## src/sv/image_header_size_sniffer_macros.svh

```systemverilog
// ----------------------------------------------------------------------------
// image header size sniffer: assertion macros
// shared concurrent check forms, clocked on clk, held off during reset
// ----------------------------------------------------------------------------
`ifndef IMAGE_HEADER_SIZE_SNIFFER_MACROS_SVH
`define IMAGE_HEADER_SIZE_SNIFFER_MACROS_SVH

// consequent must hold in the same cycle as the antecedent
`define IHSS_ASSERT_NOW(label, ante, cons, msg) \
    label: assert property (@(posedge clk) disable iff (!rst_n) (ante) |-> (cons)) \
        else $error(msg);

// consequent must hold in the cycle after the antecedent
`define IHSS_ASSERT_NEXT(label, ante, cons, msg) \
    label: assert property (@(posedge clk) disable iff (!rst_n) (ante) |=> (cons)) \
        else $error(msg);

`endif

```

## src/sv/ihss_pkg.sv

```systemverilog
// ----------------------------------------------------------------------------
// ihss_pkg
// shared types and format codes of the image header size sniffer
// ----------------------------------------------------------------------------
`timescale 1ns / 1ps

package ihss_pkg;

    // format codes as reported on the result word
    localparam logic [2:0] FMT_UNKNOWN = 3'd0;
    localparam logic [2:0] FMT_JPEG    = 3'd1;
    localparam logic [2:0] FMT_PNG     = 3'd2;
    localparam logic [2:0] FMT_GIF     = 3'd3;
    localparam logic [2:0] FMT_WEBP    = 3'd4;

    // jpeg frame header status, next-state view from the marker walker
    typedef struct packed {
        logic        found;
        logic [31:0] size;   // height in 31..16, width in 15..0
    } ihss_frame_t;

endpackage

```

## src/sv/ihss_jpeg_walk.sv

```systemverilog
// ----------------------------------------------------------------------------
// ihss_jpeg_walk
// walks jpeg marker segments from offset 2 up to the first sof header and
// captures the frame height and width; cleared at the end of every file
// ----------------------------------------------------------------------------
`timescale 1ns / 1ps
`include "image_header_size_sniffer_macros.svh"

module ihss_jpeg_walk #(
    parameter int OFFSET_BITS = 32
) (
    input  logic                    clk,
    input  logic                    rst_n,
    input  logic                    step_en,
    input  logic                    file_end,
    input  logic [OFFSET_BITS-1:0]  offset,
    input  logic [7:0]              data_byte,
    output ihss_pkg::ihss_frame_t   frame_next
);
    import ihss_pkg::*;

    localparam logic PHASE_HEADER = 1'b0;
    localparam logic PHASE_FRAME  = 1'b1;
    localparam logic [OFFSET_BITS-1:0] START_RESET = OFFSET_BITS'(2);

    logic [OFFSET_BITS-1:0] start_reg, start_next;
    logic [7:0]             len_hi_reg, len_hi_next;
    logic [7:0]             marker_reg, marker_next;
    logic                   phase_reg, phase_next;
    logic [31:0]            size_reg, size_next;
    logic                   found_reg, found_next;
    logic                   stopped_reg, stopped_next;

    logic [OFFSET_BITS-1:0] seg_k;
    logic                   walk_active;
    logic [15:0]            len_full;
    logic [OFFSET_BITS:0]   start_sum;

    function automatic logic is_sof(input logic [7:0] m);
        is_sof = (m[7:4] == 4'hC) && (m != 8'hC4) && (m != 8'hC8) && (m != 8'hCC);
    endfunction

    // position inside the current segment and next segment start
    assign seg_k       = offset - start_reg;
    assign walk_active = step_en && !stopped_reg && !found_reg && (offset >= start_reg);
    assign len_full    = {len_hi_reg, data_byte};
    assign start_sum   = {1'b0, start_reg} + (OFFSET_BITS+1)'(len_full)
                         + (OFFSET_BITS+1)'(2);

    // segment header and frame header byte capture
    always_comb
    begin
        start_next   = start_reg;
        len_hi_next  = len_hi_reg;
        marker_next  = marker_reg;
        phase_next   = phase_reg;
        size_next    = size_reg;
        found_next   = found_reg;
        stopped_next = stopped_reg;
        if (walk_active)
        begin
            priority if (seg_k == OFFSET_BITS'(0))
            begin
                if (data_byte != 8'hFF)
                    stopped_next = 1'b1;
            end
            else if (seg_k == OFFSET_BITS'(1))
                marker_next = data_byte;
            else if (seg_k == OFFSET_BITS'(2))
                len_hi_next = data_byte;
            else if (seg_k == OFFSET_BITS'(3))
            begin
                if (is_sof(marker_reg))
                    phase_next = PHASE_FRAME;
                else if (len_full < 16'd2)
                    stopped_next = 1'b1;
                else if (start_sum[OFFSET_BITS])
                    start_next = '1;
                else
                    start_next = start_sum[OFFSET_BITS-1:0];
            end
            else if (phase_reg == PHASE_FRAME)
            begin
                priority if (seg_k == OFFSET_BITS'(5))
                    size_next[31:24] = data_byte;
                else if (seg_k == OFFSET_BITS'(6))
                    size_next[23:16] = data_byte;
                else if (seg_k == OFFSET_BITS'(7))
                    size_next[15:8] = data_byte;
                else if (seg_k == OFFSET_BITS'(8))
                    size_next[7:0] = data_byte;
                else if (seg_k == OFFSET_BITS'(9))
                    found_next = 1'b1;
                else
                    found_next = found_reg;
            end
            else
                phase_next = phase_reg;
        end
    end

    assign frame_next.found = found_next;
    assign frame_next.size  = size_next;

    // walk state, back to its start values after each file
    always_ff @(posedge clk or negedge rst_n)
    begin
        if (!rst_n)
        begin
            start_reg   <= START_RESET;
            len_hi_reg  <= 8'd0;
            marker_reg  <= 8'd0;
            phase_reg   <= PHASE_HEADER;
            size_reg    <= 32'd0;
            found_reg   <= 1'b0;
            stopped_reg <= 1'b0;
        end
        else if (file_end)
        begin
            start_reg   <= START_RESET;
            len_hi_reg  <= 8'd0;
            marker_reg  <= 8'd0;
            phase_reg   <= PHASE_HEADER;
            size_reg    <= 32'd0;
            found_reg   <= 1'b0;
            stopped_reg <= 1'b0;
        end
        else
        begin
            start_reg   <= start_next;
            len_hi_reg  <= len_hi_next;
            marker_reg  <= marker_next;
            phase_reg   <= phase_next;
            size_reg    <= size_next;
            found_reg   <= found_next;
            stopped_reg <= stopped_next;
        end
    end

    // checks
    `IHSS_ASSERT_NOW(a_found_in_frame, found_reg, phase_reg == PHASE_FRAME, "frame found outside frame phase")
    `IHSS_ASSERT_NOW(a_found_not_stopped, found_reg, !stopped_reg, "walk both stopped and found")
    `IHSS_ASSERT_NEXT(a_clear_on_end, file_end, !found_reg && !stopped_reg && start_reg == START_RESET, "walk not cleared after file end")

endmodule

```

## src/sv/image_header_size_sniffer.sv

```systemverilog
// ----------------------------------------------------------------------------
// image_header_size_sniffer
// reads an image file one byte per word and on the last byte reports the
// format (jpeg, png, gif, webp or unknown) with the width and height from its header
// ----------------------------------------------------------------------------
//  channel   dir  handshake            words
//  input     in   in_valid/in_ready    data_byte, last_byte
//  result    out  out_valid/out_ready  format, width, height, size_valid
//
//  one byte is taken per cycle unless a held result stalls a last byte: an input
//  register, then the header window, offset counter and jpeg walker update from it
//  a result word is loaded into the result register as its last byte leaves the input register
//  a held result stalls only a following last byte; other bytes keep flowing
//  reset clears the offset, walker and handshake state; no clearing pass
// ----------------------------------------------------------------------------
`timescale 1ns / 1ps
`include "image_header_size_sniffer_macros.svh"

module image_header_size_sniffer #(
    parameter int OFFSET_BITS = 32
) (
    input  logic        clk,
    input  logic        rst_n,
    input  logic        in_valid,
    output logic        in_ready,
    input  logic [7:0]  data_byte,
    input  logic        last_byte,
    output logic        out_valid,
    input  logic        out_ready,
    output logic [2:0]  format,
    output logic [31:0] width,
    output logic [31:0] height,
    output logic        size_valid
);
    import ihss_pkg::*;

    localparam int WIN_LEN = 30;
    localparam logic [OFFSET_BITS-1:0] OFFSET_MAX = '1;

    // input register
    logic        a_valid_reg;
    logic [7:0]  a_byte_reg;
    logic        a_last_reg;
    logic        a_adv;

    // file state
    logic [OFFSET_BITS-1:0] offset_reg, offset_next;
    logic                   offset_live;
    logic [7:0]             win_reg  [WIN_LEN];
    logic [7:0]             win_next [WIN_LEN];
    ihss_frame_t            frame_next;

    // result register
    logic        out_valid_reg;
    logic [2:0]  format_reg;
    logic [31:0] width_reg;
    logic [31:0] height_reg;
    logic        size_valid_reg;

    // decode
    logic [2:0]  fmt_c;
    logic [31:0] w_c;
    logic [31:0] h_c;
    logic        found_c;
    logic [31:0] vp8l_bits;

    // handshake: the input register moves on unless a last byte meets a held result
    assign a_adv    = a_valid_reg && (!a_last_reg || !out_valid_reg || out_ready);
    assign in_ready = !a_valid_reg || a_adv;

    always_ff @(posedge clk or negedge rst_n)
    begin
        if (!rst_n)
            a_valid_reg <= 1'b0;
        else if (in_ready)
            a_valid_reg <= in_valid;
    end

    always_ff @(posedge clk)
    begin
        if (in_ready && in_valid)
        begin
            a_byte_reg <= data_byte;
            a_last_reg <= last_byte;
        end
    end

    // saturating byte offset; the next value is also the file length so far
    assign offset_live = (offset_reg != OFFSET_MAX);
    assign offset_next = offset_live ? offset_reg + OFFSET_BITS'(1) : offset_reg;

    always_ff @(posedge clk or negedge rst_n)
    begin
        if (!rst_n)
            offset_reg <= '0;
        else if (a_adv)
            offset_reg <= a_last_reg ? '0 : offset_next;
    end

    // header window of the first bytes of the file
    always_comb
    begin
        for (int i = 0; i < WIN_LEN; i++)
            win_next[i] = (offset_reg == OFFSET_BITS'(i)) ? a_byte_reg : win_reg[i];
    end

    always_ff @(posedge clk)
    begin
        if (a_adv)
        begin
            for (int i = 0; i < WIN_LEN; i++)
                win_reg[i] <= win_next[i];
        end
    end

    // jpeg marker walker
    ihss_jpeg_walk #(
        .OFFSET_BITS (OFFSET_BITS)
    ) u_walk (
        .clk        (clk),
        .rst_n      (rst_n),
        .step_en    (a_adv && offset_live),
        .file_end   (a_adv && a_last_reg),
        .offset     (offset_reg),
        .data_byte  (a_byte_reg),
        .frame_next (frame_next)
    );

    assign vp8l_bits = {win_next[24], win_next[23], win_next[22], win_next[21]};

    // signature match and size pick, settled against the file length
    always_comb
    begin
        fmt_c   = FMT_UNKNOWN;
        w_c     = 32'd0;
        h_c     = 32'd0;
        found_c = 1'b0;
        if (offset_next >= OFFSET_BITS'(12))
        begin
            priority if (win_next[0] == 8'hFF && win_next[1] == 8'hD8 && win_next[2] == 8'hFF)
            begin
                fmt_c = FMT_JPEG;
                if (frame_next.found)
                begin
                    h_c     = {16'd0, frame_next.size[31:16]};
                    w_c     = {16'd0, frame_next.size[15:0]};
                    found_c = 1'b1;
                end
            end
            else if (win_next[0] == 8'h89 && win_next[1] == "P" && win_next[2] == "N"
                     && win_next[3] == "G" && win_next[4] == 8'h0D && win_next[5] == 8'h0A
                     && win_next[6] == 8'h1A && win_next[7] == 8'h0A)
            begin
                fmt_c = FMT_PNG;
                if (offset_next >= OFFSET_BITS'(24) && win_next[12] == "I"
                    && win_next[13] == "H" && win_next[14] == "D" && win_next[15] == "R")
                begin
                    w_c     = {win_next[16], win_next[17], win_next[18], win_next[19]};
                    h_c     = {win_next[20], win_next[21], win_next[22], win_next[23]};
                    found_c = 1'b1;
                end
            end
            else if (win_next[0] == "G" && win_next[1] == "I" && win_next[2] == "F"
                     && win_next[3] == "8" && (win_next[4] == "7" || win_next[4] == "9")
                     && win_next[5] == "a")
            begin
                fmt_c   = FMT_GIF;
                w_c     = {16'd0, win_next[7], win_next[6]};
                h_c     = {16'd0, win_next[9], win_next[8]};
                found_c = 1'b1;
            end
            else if (win_next[0] == "R" && win_next[1] == "I" && win_next[2] == "F"
                     && win_next[3] == "F")
            begin
                fmt_c = FMT_WEBP;
                if (offset_next >= OFFSET_BITS'(16) && win_next[8] == "W"
                    && win_next[9] == "E" && win_next[10] == "B" && win_next[11] == "P"
                    && win_next[12] == "V" && win_next[13] == "P" && win_next[14] == "8")
                begin
                    priority if (win_next[15] == " ")
                    begin
                        if (offset_next >= OFFSET_BITS'(30))
                        begin
                            w_c     = {18'd0, win_next[27][5:0], win_next[26]};
                            h_c     = {18'd0, win_next[29][5:0], win_next[28]};
                            found_c = 1'b1;
                        end
                    end
                    else if (win_next[15] == "L")
                    begin
                        if (offset_next >= OFFSET_BITS'(25))
                        begin
                            w_c     = {18'd0, vp8l_bits[13:0]} + 32'd1;
                            h_c     = {18'd0, vp8l_bits[27:14]} + 32'd1;
                            found_c = 1'b1;
                        end
                    end
                    else if (win_next[15] == "X")
                    begin
                        if (offset_next >= OFFSET_BITS'(30))
                        begin
                            w_c     = {8'd0, win_next[26], win_next[25], win_next[24]} + 32'd1;
                            h_c     = {8'd0, win_next[29], win_next[28], win_next[27]} + 32'd1;
                            found_c = 1'b1;
                        end
                    end
                    else
                        found_c = 1'b0;
                end
            end
            else
                fmt_c = FMT_UNKNOWN;
        end
    end

    // result register
    always_ff @(posedge clk or negedge rst_n)
    begin
        if (!rst_n)
            out_valid_reg <= 1'b0;
        else if (a_adv && a_last_reg)
            out_valid_reg <= 1'b1;
        else if (out_ready)
            out_valid_reg <= 1'b0;
    end

    always_ff @(posedge clk)
    begin
        if (a_adv && a_last_reg)
        begin
            format_reg     <= fmt_c;
            width_reg      <= w_c;
            height_reg     <= h_c;
            size_valid_reg <= found_c && (w_c != 32'd0) && (h_c != 32'd0);
        end
    end

    assign out_valid  = out_valid_reg;
    assign format     = format_reg;
    assign width      = width_reg;
    assign height     = height_reg;
    assign size_valid = size_valid_reg;

    // checks
    `IHSS_ASSERT_NEXT(a_result_after_last, a_adv && a_last_reg, out_valid_reg && offset_reg == '0, "no result or offset kept after last byte")
    `IHSS_ASSERT_NOW(a_valid_has_size, out_valid_reg && size_valid_reg, width_reg != 32'd0 && height_reg != 32'd0, "size flagged valid with zero dimension")
    `IHSS_ASSERT_NOW(a_unknown_no_size, out_valid_reg && format_reg == FMT_UNKNOWN, !size_valid_reg, "size flagged valid for unknown format")
    `IHSS_ASSERT_NEXT(a_no_overwrite, out_valid_reg && !out_ready, out_valid_reg && $stable(width_reg), "held result overwritten")

endmodule

```

## config.mk

```make
export PLATFORM = sky130hd
export DESIGN_NAME = image_header_size_sniffer
export DESIGN_NICKNAME = d
export VERILOG_FILES = /design/src/sv/ihss_pkg.sv /design/src/sv/ihss_jpeg_walk.sv /design/src/sv/image_header_size_sniffer.sv
export VERILOG_INCLUDE_DIRS = /design/src /design/src/sv
export SDC_FILE = /design/constraint.sdc
export NUM_CORES = 1
export LEC_CHECK = 0
export CORE_ASPECT_RATIO = 1.1
export CORE_MARGIN = 2
export CORE_UTILIZATION = 45
export CTS_CLUSTER_DIAMETER = 60
export CTS_CLUSTER_SIZE = 12
export DETAILED_ROUTE_END_ITERATION = 12
export DONT_BUFFER_PORTS = 1
export PLACE_DENSITY_LB_ADDON = 0.12
export SYNTH_ARGS = -nofsm -noshare
export SYNTH_HDL_FRONTEND = slang
export SYNTH_SLANG_ARGS = --single-unit
```

## constraint.sdc

```tcl
create_clock -name clk -period 14.6 [get_ports clk]
set_input_delay 1.46 -clock clk [delete_from_list [all_inputs] [get_ports clk]]
set_output_delay 1.46 -clock clk [all_outputs]
set_load 0.01 [all_outputs]
```

* Yosys cells after proc, flatten, opt, wreduce, memory -nomap -nowiden
Memory sizes are Yosys's and may differ from the RTL's.
Cells that the tools add are included.
** Storage, ports and cells
- Input bits :: 13
- Bits in registers :: 194
- Output and inout port bits :: 70
- Word-level logic and storage cells :: 330
- Memories kept :: 1
- Bits in writable memories :: 240
** Operators by class
- Order comparisons :: 7
- Multiplexer cells :: 141
- Bitwise operators :: 1
- $add $sub $neg :: 8
- Eq/ne operators :: 86
- Reduce and logical (&&, ||, !) cells :: 68
** Memory list
- win_reg :: depth 30, width 8, read ports 30, clocked after Yosys merged registers in 0, write ports 30, line image_header_size_sniffer.sv:49 : logic [7:0] win_reg [WIN_LEN];
** Operators by type and width (number)
- $mux W32 :: 36
- $eq A32 B5 Y1 const B :: 14
- $mux W8 :: 44
- $eq A32 B4 Y1 const B :: 10
- $eq A32 B3 Y1 const B :: 7
- $eq A8 B7 Y1 const B :: 21
- $eq A32 B2 Y1 const B :: 4
- $ge A32 B5 Y1 const B :: 4
- $mux W25 :: 4
- $eq A32 B1 Y1 const B :: 2
- $logic_not A32 Y1 :: 2
- $reduce_bool A32 Y1 :: 2
- $add A24 B1 Y25 const B :: 2
- $mux W16 :: 3
- $mux W1 :: 46
- $eq A8 B6 Y1 const B :: 5
- $logic_and A1 B1 Y1 :: 40
- $add A32 B16 Y33 :: 1
- $add A33 B2 Y33 const B :: 1
- $add A32 B1 Y32 const B :: 1
- $eq A8 B8 Y1 const B :: 4
- $ge A32 B32 Y1 :: 1
- $ge A32 B4 Y1 const B :: 1
- $ne A32 B32 Y1 const B :: 1
- 26 further kinds :: 55

* Logic depth before layout (Yosys ltp)
Gate-level depths: netlist (run 1).
- Word-level depth :: 19
- Gate-level depth with buffers :: 25
- Gate-level depth less buffers :: 22

* Modules after synthesis
A second synthesis (run 1) with hierarchy kept.
** Second synthesis, totals
- Cell total of the unflattened synthesis :: 3230
- Area, all modules :: 29958.7 um^2
** Modules (own cells, without submodules)
- image_header_size_sniffer :: area each 21894.7 um^2, sequential area each 10369.9 um^2, cells an instance 2277, instances 1
- ihss_jpeg_walk :: area each 8064.0 um^2, sequential area each 2078.2 um^2, cells an instance 953, instances 1

* Worst setup path before layout (run 1)
No wires, ideal clock.
- Path kind :: input to register
- Start point :: in out_ready
- End point :: reg offset_reg[1]
- Setup time :: 131 ps
- Data arrival time :: 9808 ps
- Slack :: 4662 ps
- Stages on the path :: 6
- Cell sequence :: nand3b_1 -> nand2_1 -> inv_1 -> clkbuf_1 -> o21ai_0 -> a22o_1
** Between the ends
- Longest elaborated chain between the ends :: 2
** RTL lines
- start: declaration :: line image_header_size_sniffer.sv:29 : input logic out_ready,
- $logic_or A1 B1 Y1 :: line image_header_size_sniffer.sv:68 : assign a_adv = a_valid_reg && (!a_last_reg || !out_valid_reg || out_ready);
- $logic_and A1 B1 Y1 :: line image_header_size_sniffer.sv:68
- named net a_adv :: line image_header_size_sniffer.sv:44 : logic a_adv;
- end signal: assignment :: line image_header_size_sniffer.sv:97 : offset_reg <= a_last_reg ? '0 : offset_next;
- end: declaration :: line image_header_size_sniffer.sv:47 : logic [OFFSET_BITS-1:0] offset_reg, offset_next;
The timed path passes the listed nets, and every way through them passes these cells.
A chain may end at the register's enable or synchronous reset.

* Worst setup path after layout (run 1)
- Start point :: reg offset_reg[1]
- End point :: reg size_valid_reg (netlist: size_valid), data pin
** RTL lines
- $add A32 B1 Y32 (tied with other cells) :: line image_header_size_sniffer.sv:90 : assign offset_next = offset_live ? offset_reg + OFFSET_BITS'(1) : offset_reg;
- $mux W32 / $mux W8 (equally long branches) :: line image_header_size_sniffer.sv:90, image_header_size_sniffer.sv:104
- $ge A32 B5 Y1 / $eq A8 B7 Y1 (equally long branches) :: line image_header_size_sniffer.sv:176 : if (offset_next >= OFFSET_BITS'(16) && win_next[8] == "W"
- $logic_and A1 B1 Y1 :: line image_header_size_sniffer.sv:176
- $logic_and A1 B1 Y1 (3 in a row) :: line image_header_size_sniffer.sv:177 : && win_next[9] == "E" && win_next[10] == "B" && win_next[11] == "P"
- $logic_and A1 B1 Y1 (3 in a row) :: line image_header_size_sniffer.sv:178 : && win_next[12] == "V" && win_next[13] == "P" && win_next[14] == "8")
- $mux W32 :: line image_header_size_sniffer.sv:176
- $mux W32 :: line image_header_size_sniffer.sv:172 : else if (win_next[0] == "R" && win_next[1] == "I" && win_next[2] == "F"
- $mux W32 :: line image_header_size_sniffer.sv:163 : else if (win_next[0] == "G" && win_next[1] == "I" && win_next[2] == "F"
- $mux W32 :: line image_header_size_sniffer.sv:150 : else if (win_next[0] == 8'h89 && win_next[1] == "P" && win_next[2] == "N"
- $mux W32 :: line image_header_size_sniffer.sv:140 : priority if (win_next[0] == 8'hFF && win_next[1] == 8'hD8 && win_next[2] == 8'hFF)
- $mux W32 * :: line image_header_size_sniffer.sv:138 : if (offset_next >= OFFSET_BITS'(12))
- named net h_c[19] :: line image_header_size_sniffer.sv:63 : logic [31:0] h_c;
- $reduce_bool A32 Y1 * :: line image_header_size_sniffer.sv:234 : size_valid_reg <= found_c && (w_c != 32'd0) && (h_c != 32'd0);
- $logic_and A1 B1 Y1 * :: line image_header_size_sniffer.sv:234
- end signal: assignment :: line image_header_size_sniffer.sv:234
- end: declaration :: line image_header_size_sniffer.sv:58 : logic size_valid_reg;
The timed path passes the listed nets; every way through them passes the cells marked *.

==> results.sh, run 1 <==
export IMPL_portBuffers=0
export IMPL_routedWlPerCell_um=27.5
export IMPL_grt_pass1_wl_um=153000
export IMPL_cts_sinks=434
export IMPL_post_cts_buffers=0
export IMPL_slowest_stage="nor4_2"
export IMPL_vias_per_cell=6.49
export IMPL_async_reset_ff_share_pct=27.0
export IMPL_grtUsageTotal_pct=31.1
export IMPL_overflow=0
export IMPL_cpPeakStageDelay_ns=1.01
export IMPL_hpwlAfterDp_um=73800
export IMPL_fin_crit_sh_pct=55.8
export IMPL_maxSlewHeadroom_pct=14.8
export IMPL_dr_total_vias=24300
export IMPL_antenna_found_initial=1
export IMPL_path_max_fanout=27
export IMPL_start_kind="flop"
export IMPL_grt_max_degree=118
export IMPL_min_period_ns=8.14
export IMPL_nets=2971
export IMPL_clkTransAtPathRegs_ns=0.06
export IMPL_die_area_um2=65200
export IMPL_cts_hold_buf=0
export IMPL_ant_nets=0
export IMPL_drt_iter0_drc=2388
export IMPL_yosys_cell_types_count=105
export IMPL_drive_above_1_share_pct=10.1
export IMPL_core_um2=62500
export IMPL_ir_drop_uv=112
export IMPL_power_density_nw_per_um2=109
export IMPL_maxCapViolCount=0
export IMPL_yosys_top_cells_area="edfxtp_1, dfrtp_1, mux2i_1"
export IMPL_arrival_ns=8.51
export IMPL_start_util_pct=45.5
export IMPL_drc=0
export IMPL_synthTopCellsByCount="edfxtp_1, nand2_1, nor2_1, o21ai_0, inv_1"
export IMPL_largest_reg_flops=240
export IMPL_endpoint_kind="flop"
export IMPL_syn_nets=3061
export IMPL_n_fill_cell=5842
export IMPL_hold_violations=0
export IMPL_grt_pass1_vias=23400
export IMPL_yosys_cell_count_top_type="edfxtp_1"
export IMPL_crit_required_ns=14.97
export IMPL_synth_top_area_cell="edfxtp_1"
export IMPL_ys_seq_elements=434
export IMPL_insertion_delay_ns=0.62
export IMPL_die_h_um=268
export IMPL_skew_ns=0.0217
export IMPL_hold_slack_ns=0.501
export IMPL_hp_class="flop to flop"
export IMPL_worst_pin_slew_ns=1.26
export IMPL_place_gp_congestion=0.996
export IMPL_cts_resized_gates=0
export IMPL_placed_cells=3665
export IMPL_outcome="complete, no violations"
export IMPL_cts_path_max_buffers=3
export IMPL_synth_edff_count=317
export IMPL_netlist_area_um2=28400
export IMPL_crit_path_cell_trace="ha_1 > nand4_1 > nor4_4 > a21oi_1 > mux2i_1 > o21ai_0 > nor4_2 > a311o_1 > or2_2 > o22ai_1 > nor4_1 > nand4b_1 > or4_1 > o22a_1"
export IMPL_cts_buffers=49
export IMPL_syn_to_final_growth_pct=7.65
export IMPL_fmax_mhz=123
export IMPL_ys_warnings_count=0
export IMPL_yosysSeqAreaShare_pct=43.8
export IMPL_ios=83
export IMPL_synthDominantCellAreaShare_pct=33.5
export IMPL_synthFlopType="edfxtp_1"
export IMPL_fin_setup_tns_ns=0
export IMPL_final_setup_viol_count=0
export IMPL_num_rows=96
export IMPL_worstSetupPathType="flop to flop"
export IMPL_routed_wl_um=103000
export IMPL_cts_tree="done"
export IMPL_htreeDepth=2
export IMPL_chipWidth_um=244
export IMPL_rsz0062_at_grt="no"
export IMPL_regArea_um2=12400
export IMPL_avgSynthCellArea_um2=9.56
export IMPL_cts_root_buffer="clkbuf_16"
export IMPL_drt_pass1_iterations=6
export IMPL_instances_no_fill=3752
export IMPL_insertedDiodeCount=0
export IMPL_p_leak_uw=0.0122
export IMPL_finalMaxSlewViolations=0
export IMPL_multiInputGateArea_um2=14500
export IMPL_syn_inst=2973
-- cell families after synthesis --
group / Yosys count / share of synthesized area [%]
DFF: 434 / 43.8
AOI/OAI and AO/OA: 668 / 15.5
buffers and inverters: 361 / 5.04
xor gates and xnor gates: 95 / 2.93
adders and majority gates: 75 / 3.36
muxes: 256 / 9.51
and+or+nand+nor: 1084 / 19.9
-- through the flow --
stage / setup slack (ns) / cell area (um2) / total power (uW) / util, %
2_1_floorplan: 4.66 / 28400 / 1930 / -
3_3_place_gp: 6.46 / 29100 / 2110 / 46.5
3_5_place_dp: 6.50 / 29100 / 2120 / 46.5
4_1_cts: 6.47 / 30600 / 3340 / 49.0
5_1_grt: 6.27 / 30600 / 3440 / 49.0
6_report: 6.46 / 30600 / 3330 / 49.0
-- critical path, delay by kind of cell (launching register included) --
family	cells	cell delay, ns
simple gates	7	4.43
mux	1	0.40
compound gates	5	1.80
fa+ha+maj	1	0.70
flops	1	0.52
-- where the power goes --
group / total, uW / switching [uW] / internal, uW
clock network: 1220 / 553 / 669
logic: 612 / 405 / 207
registers: 1500 / 54.9 / 1440
total: 3330 / 1010 / 2320
-- layout by cell type (no fill, tap or decap), types with 10 or more instances in the layout --
master	count
and3_1	44
a31oi_1	47
nor4b_1	11
and2_1	24
o211ai_1	14
nand4_1	66
nor2b_1	21
a21oi_1	141
a21o_1	20
o21ai_0	177
edfxtp_1	317
o22ai_1	24
nand2b_1	22
mux2_2	108
mux2i_1	147
or4_1	14
clkbuf_16	49
or3_1	25
xor2_1	27
or2_2	12
nor3_1	63
xnor2_1	68
inv_1	163
clkbuf_1	17
and4_1	16
a211oi_1	32
nand2_1	275
o31ai_1	16
nand4b_1	14
nor4_1	41
o41ai_1	11
o31a_1	10
nand3_1	120
nand3b_1	11
o21a_1	19
nor2_1	249
ha_1	73
dfrtp_1	116
buf_4	53
-- area by class of cell --
cell class | count | share of cell area (%)
Clock inverter | 20 | 0.679
Timing Repair Buffer | 53 | 1.30
Multi-Input combinational cell | 2178 | 47.6
Tap cell | 833 | 3.41
Sequential cell | 434 | 40.7
Clock buffer | 67 | 4.26
Inverter | 167 | 2.08
-- layer usage --
metal | vias to the layer above | wire length (um) | global-route usage [%]
met1 | 12100 | 41700 | 39.3
li1 | 10900 | - | -
met4 | 0 | 6200 | 16.9
met3 | 231 | 6410 | 4.01
met2 | 1081 | 49000 | 51.8
met5 | - | 0 | 0
-- final timing paths --
kind | start | to | slack [ns] | cells after the start
worst min register to register | u_walk.start_reg[27]$_DFFE_PN0P_ | u_walk.start_reg[27]$_DFFE_PN0P_ | 0.50 | 1
worst max register to register | offset_reg[1]$_DFFE_PN0P_ | size_valid$_DFFE_PP_ | 6.46 | 14
max in group asynchronous | rst_n | u_walk.start_reg[1]$_DFFE_PN1P_ | 13.83 | 0
min in group asynchronous | rst_n | u_walk.start_reg[28]$_DFFE_PN0P_ | 0.55 | 0
worst max-delay path | offset_reg[1]$_DFFE_PN0P_ | size_valid$_DFFE_PP_ | 6.46 | 14
worst min-delay path | u_walk.start_reg[27]$_DFFE_PN0P_ | u_walk.start_reg[27]$_DFFE_PN0P_ | 0.50 | 1
Note: power is estimated with default switching activity, not from simulation.
==> run 2, diff against run 1 <==
Clock period 14.6 ns to 7.95 ns, I/O delays scaled along.
==> results.sh, run 2 (synthesis results as in run 1) <==
export IMPL_worstSetupPathType="flop to flop"
export IMPL_portBuffers=0
export IMPL_power_total_uw=6070
export IMPL_arrival_ns=7.76
export IMPL_topRoutingLayerUsed="met5"
export IMPL_met1_length_um=41700
export IMPL_post_cts_buffers=0
export IMPL_start_util_pct=45.5
export IMPL_rsz0062_at_grt="no"
export IMPL_cts_root_buffer="clkbuf_16"
export IMPL_overflow=0
export IMPL_insertion_delay_ns=0.62
export IMPL_ios=83
export IMPL_critical_path_startpoint="offset_reg[1]$_DFFE_PN0P_"
export IMPL_dr_total_vias=24600
export IMPL_hpwlAfterDp_um=73900
export IMPL_hold_violations=0
export IMPL_vias_per_cell=6.54
export IMPL_chipWidth_um=244
export IMPL_ir_drop_uv=146
export IMPL_place_gp_congestion=1.03
export IMPL_maxCapViolCount=0
export IMPL_routed_wl_um=103000
export IMPL_reg2reg_from="offset_reg[1]$_DFFE_PN0P_"
export IMPL_cts_buffers=48
export IMPL_endpoint_kind="flop"
export IMPL_insertedDiodeCount=0
export IMPL_endpoint="size_valid$_DFFE_PP_"
export IMPL_drive_above_1_share_pct=10.3
export IMPL_multiInputGateArea_um2=14500
export IMPL_final_setup_viol_count=0
export IMPL_dr_wl_met2_um=48700
export IMPL_maxSlewHeadroom_pct=12.2
export IMPL_wl_met3_um=7230
export IMPL_final_util_pct=49.1
export IMPL_cts_sinks=434
export IMPL_die_h_um=268
export IMPL_grt_pass1_wl_um=153000
export IMPL_grt_max_degree=117
export IMPL_antenna_found_initial=1
export IMPL_num_rows=96
export IMPL_worst_pin_slew_ns=1.32
export IMPL_final_common_cell="edfxtp_1"
export IMPL_hold_slack_ns=0.0370
export IMPL_n_fill_cell=5895
export IMPL_regArea_um2=12400
export IMPL_min_period_ns=7.38
export IMPL_finalMaxSlewViolations=0
export IMPL_outcome="complete, no violations"
export IMPL_core_um2=62500
export IMPL_nets=2981
export IMPL_layout_common_cells="edfxtp_1, nand2_1, nor2_1, o21ai_0, inv_1"
export IMPL_p_leak_uw=0.0123
export IMPL_grt_pass1_vias=23400
export IMPL_drc=0
export IMPL_drt_pass1_iterations=8
export IMPL_place_area_um2=29200
export IMPL_worstRegToRegCells=15
export IMPL_cts_path_max_buffers=3
export IMPL_r2r_slack_ns=0.57
export IMPL_stdcell_area_um2=30700
export IMPL_rr_endpoint="size_valid$_DFFE_PP_"
export IMPL_hp_class="primary input to async pin"
export IMPL_routedWlPerCell_um=27.5
export IMPL_crit_required_ns=8.33
export IMPL_fin_crit_sh_pct=92.8
export IMPL_cts_tree="done"
export IMPL_fin_setup_tns_ns=0
export IMPL_die_area_um2=65200
export IMPL_fmax_mhz=135
export IMPL_power_density_nw_per_um2=198
export IMPL_skew_ns=0.0285
export IMPL_syn_to_final_growth_pct=8.00
export IMPL_ant_nets=0
export IMPL_path_max_fanout=16
export IMPL_start_kind="flop"
export IMPL_grtUsageTotal_pct=31.0
export IMPL_largest_reg_flops=240
export IMPL_drt_iter0_drc=2662
export IMPL_htreeDepth=2
export IMPL_clkTransAtPathRegs_ns=0.07
[run 2: worst min-delay path by stage]
stage / endpoint / slack (ns) / cells past startpoint
2_1_floorplan: u_walk.stopped_reg$_DFFE_PN0P_ / 0.46 / 2
4_1_cts: u_walk.start_reg[1]$_DFFE_PN1P_ / 0.006 / 0
3_5_place_dp: u_walk.stopped_reg$_DFFE_PN0P_ / 0.49 / 2
3_3_place_gp: u_walk.stopped_reg$_DFFE_PN0P_ / 0.48 / 2
6_report: u_walk.start_reg[1]$_DFFE_PN1P_ / 0.04 / 0
5_1_grt: u_walk.start_reg[1]$_DFFE_PN1P_ / 0.02 / 0
[run 2: layer usage]
| layer | vias to the layer above | track usage [%] |
|---|---|---|
| li1 | 10900 | - |
| met1 | 12200 | 39.5 |
| met2 | 1211 | 52.1 |
| met3 | 263 | 4.22 |
| met4 | 2 | 14.9 |
| met5 | - | 0 |
[run 2: report_power, final]
part / switching, uW / total, uW / leakage [uW] / internal (uW)
sequential: 112 / 2760 / 0.00475 / 2650
combinational: 734 / 1120 / 0.00680 / 384
clock: 1000 / 2190 / 0.000713 / 1190
[run 2: timing repair]
action                    4_1_cts  5_1_grt
hold buffers                    1        0
hold endpoints to repair      116        0
resized for setup               0        0
[run 2: worst max-delay path, stage by stage (launching register included)]
cell      delay (ns)
dfrtp_1         0.52
ha_1            0.63
nand4_1         0.37
nor4_4          0.77
a21oi_1         0.23
mux2i_1         0.32
o21ai_0         0.18
nor4_2          0.79
nand2_1         0.40
nor2_2          0.43
nor2_1          0.16
o21ai_1         0.64
o22ai_1         0.44
nand4b_1        0.45
or4_1           0.63
o22a_1          0.18
[run 2: metrics by stage]
| stage | std cells | worst slack [ns] |
|---|---|---|
| finish | 3760 | 0.570 |
| global route | 3760 | 0.380 |
| CTS | 3760 | 0.738 |
| detailed placement | 3675 | 0.719 |
| global placement | 3675 | 0.692 |
| floorplan | 2973 | 2.71 |
[run 2: layout make-up]
| class | instances | share of cell area, % |
|---|---|---|
| Clock buffer | 70 | 4.39 |
| Clock inverter | 14 | 0.449 |
| Inverter | 167 | 2.08 |
| Multi-Input combinational cell | 2178 | 47.4 |
| Sequential cell | 434 | 40.6 |
| Tap cell | 833 | 3.40 |
| Timing Repair Buffer | 64 | 1.71 |
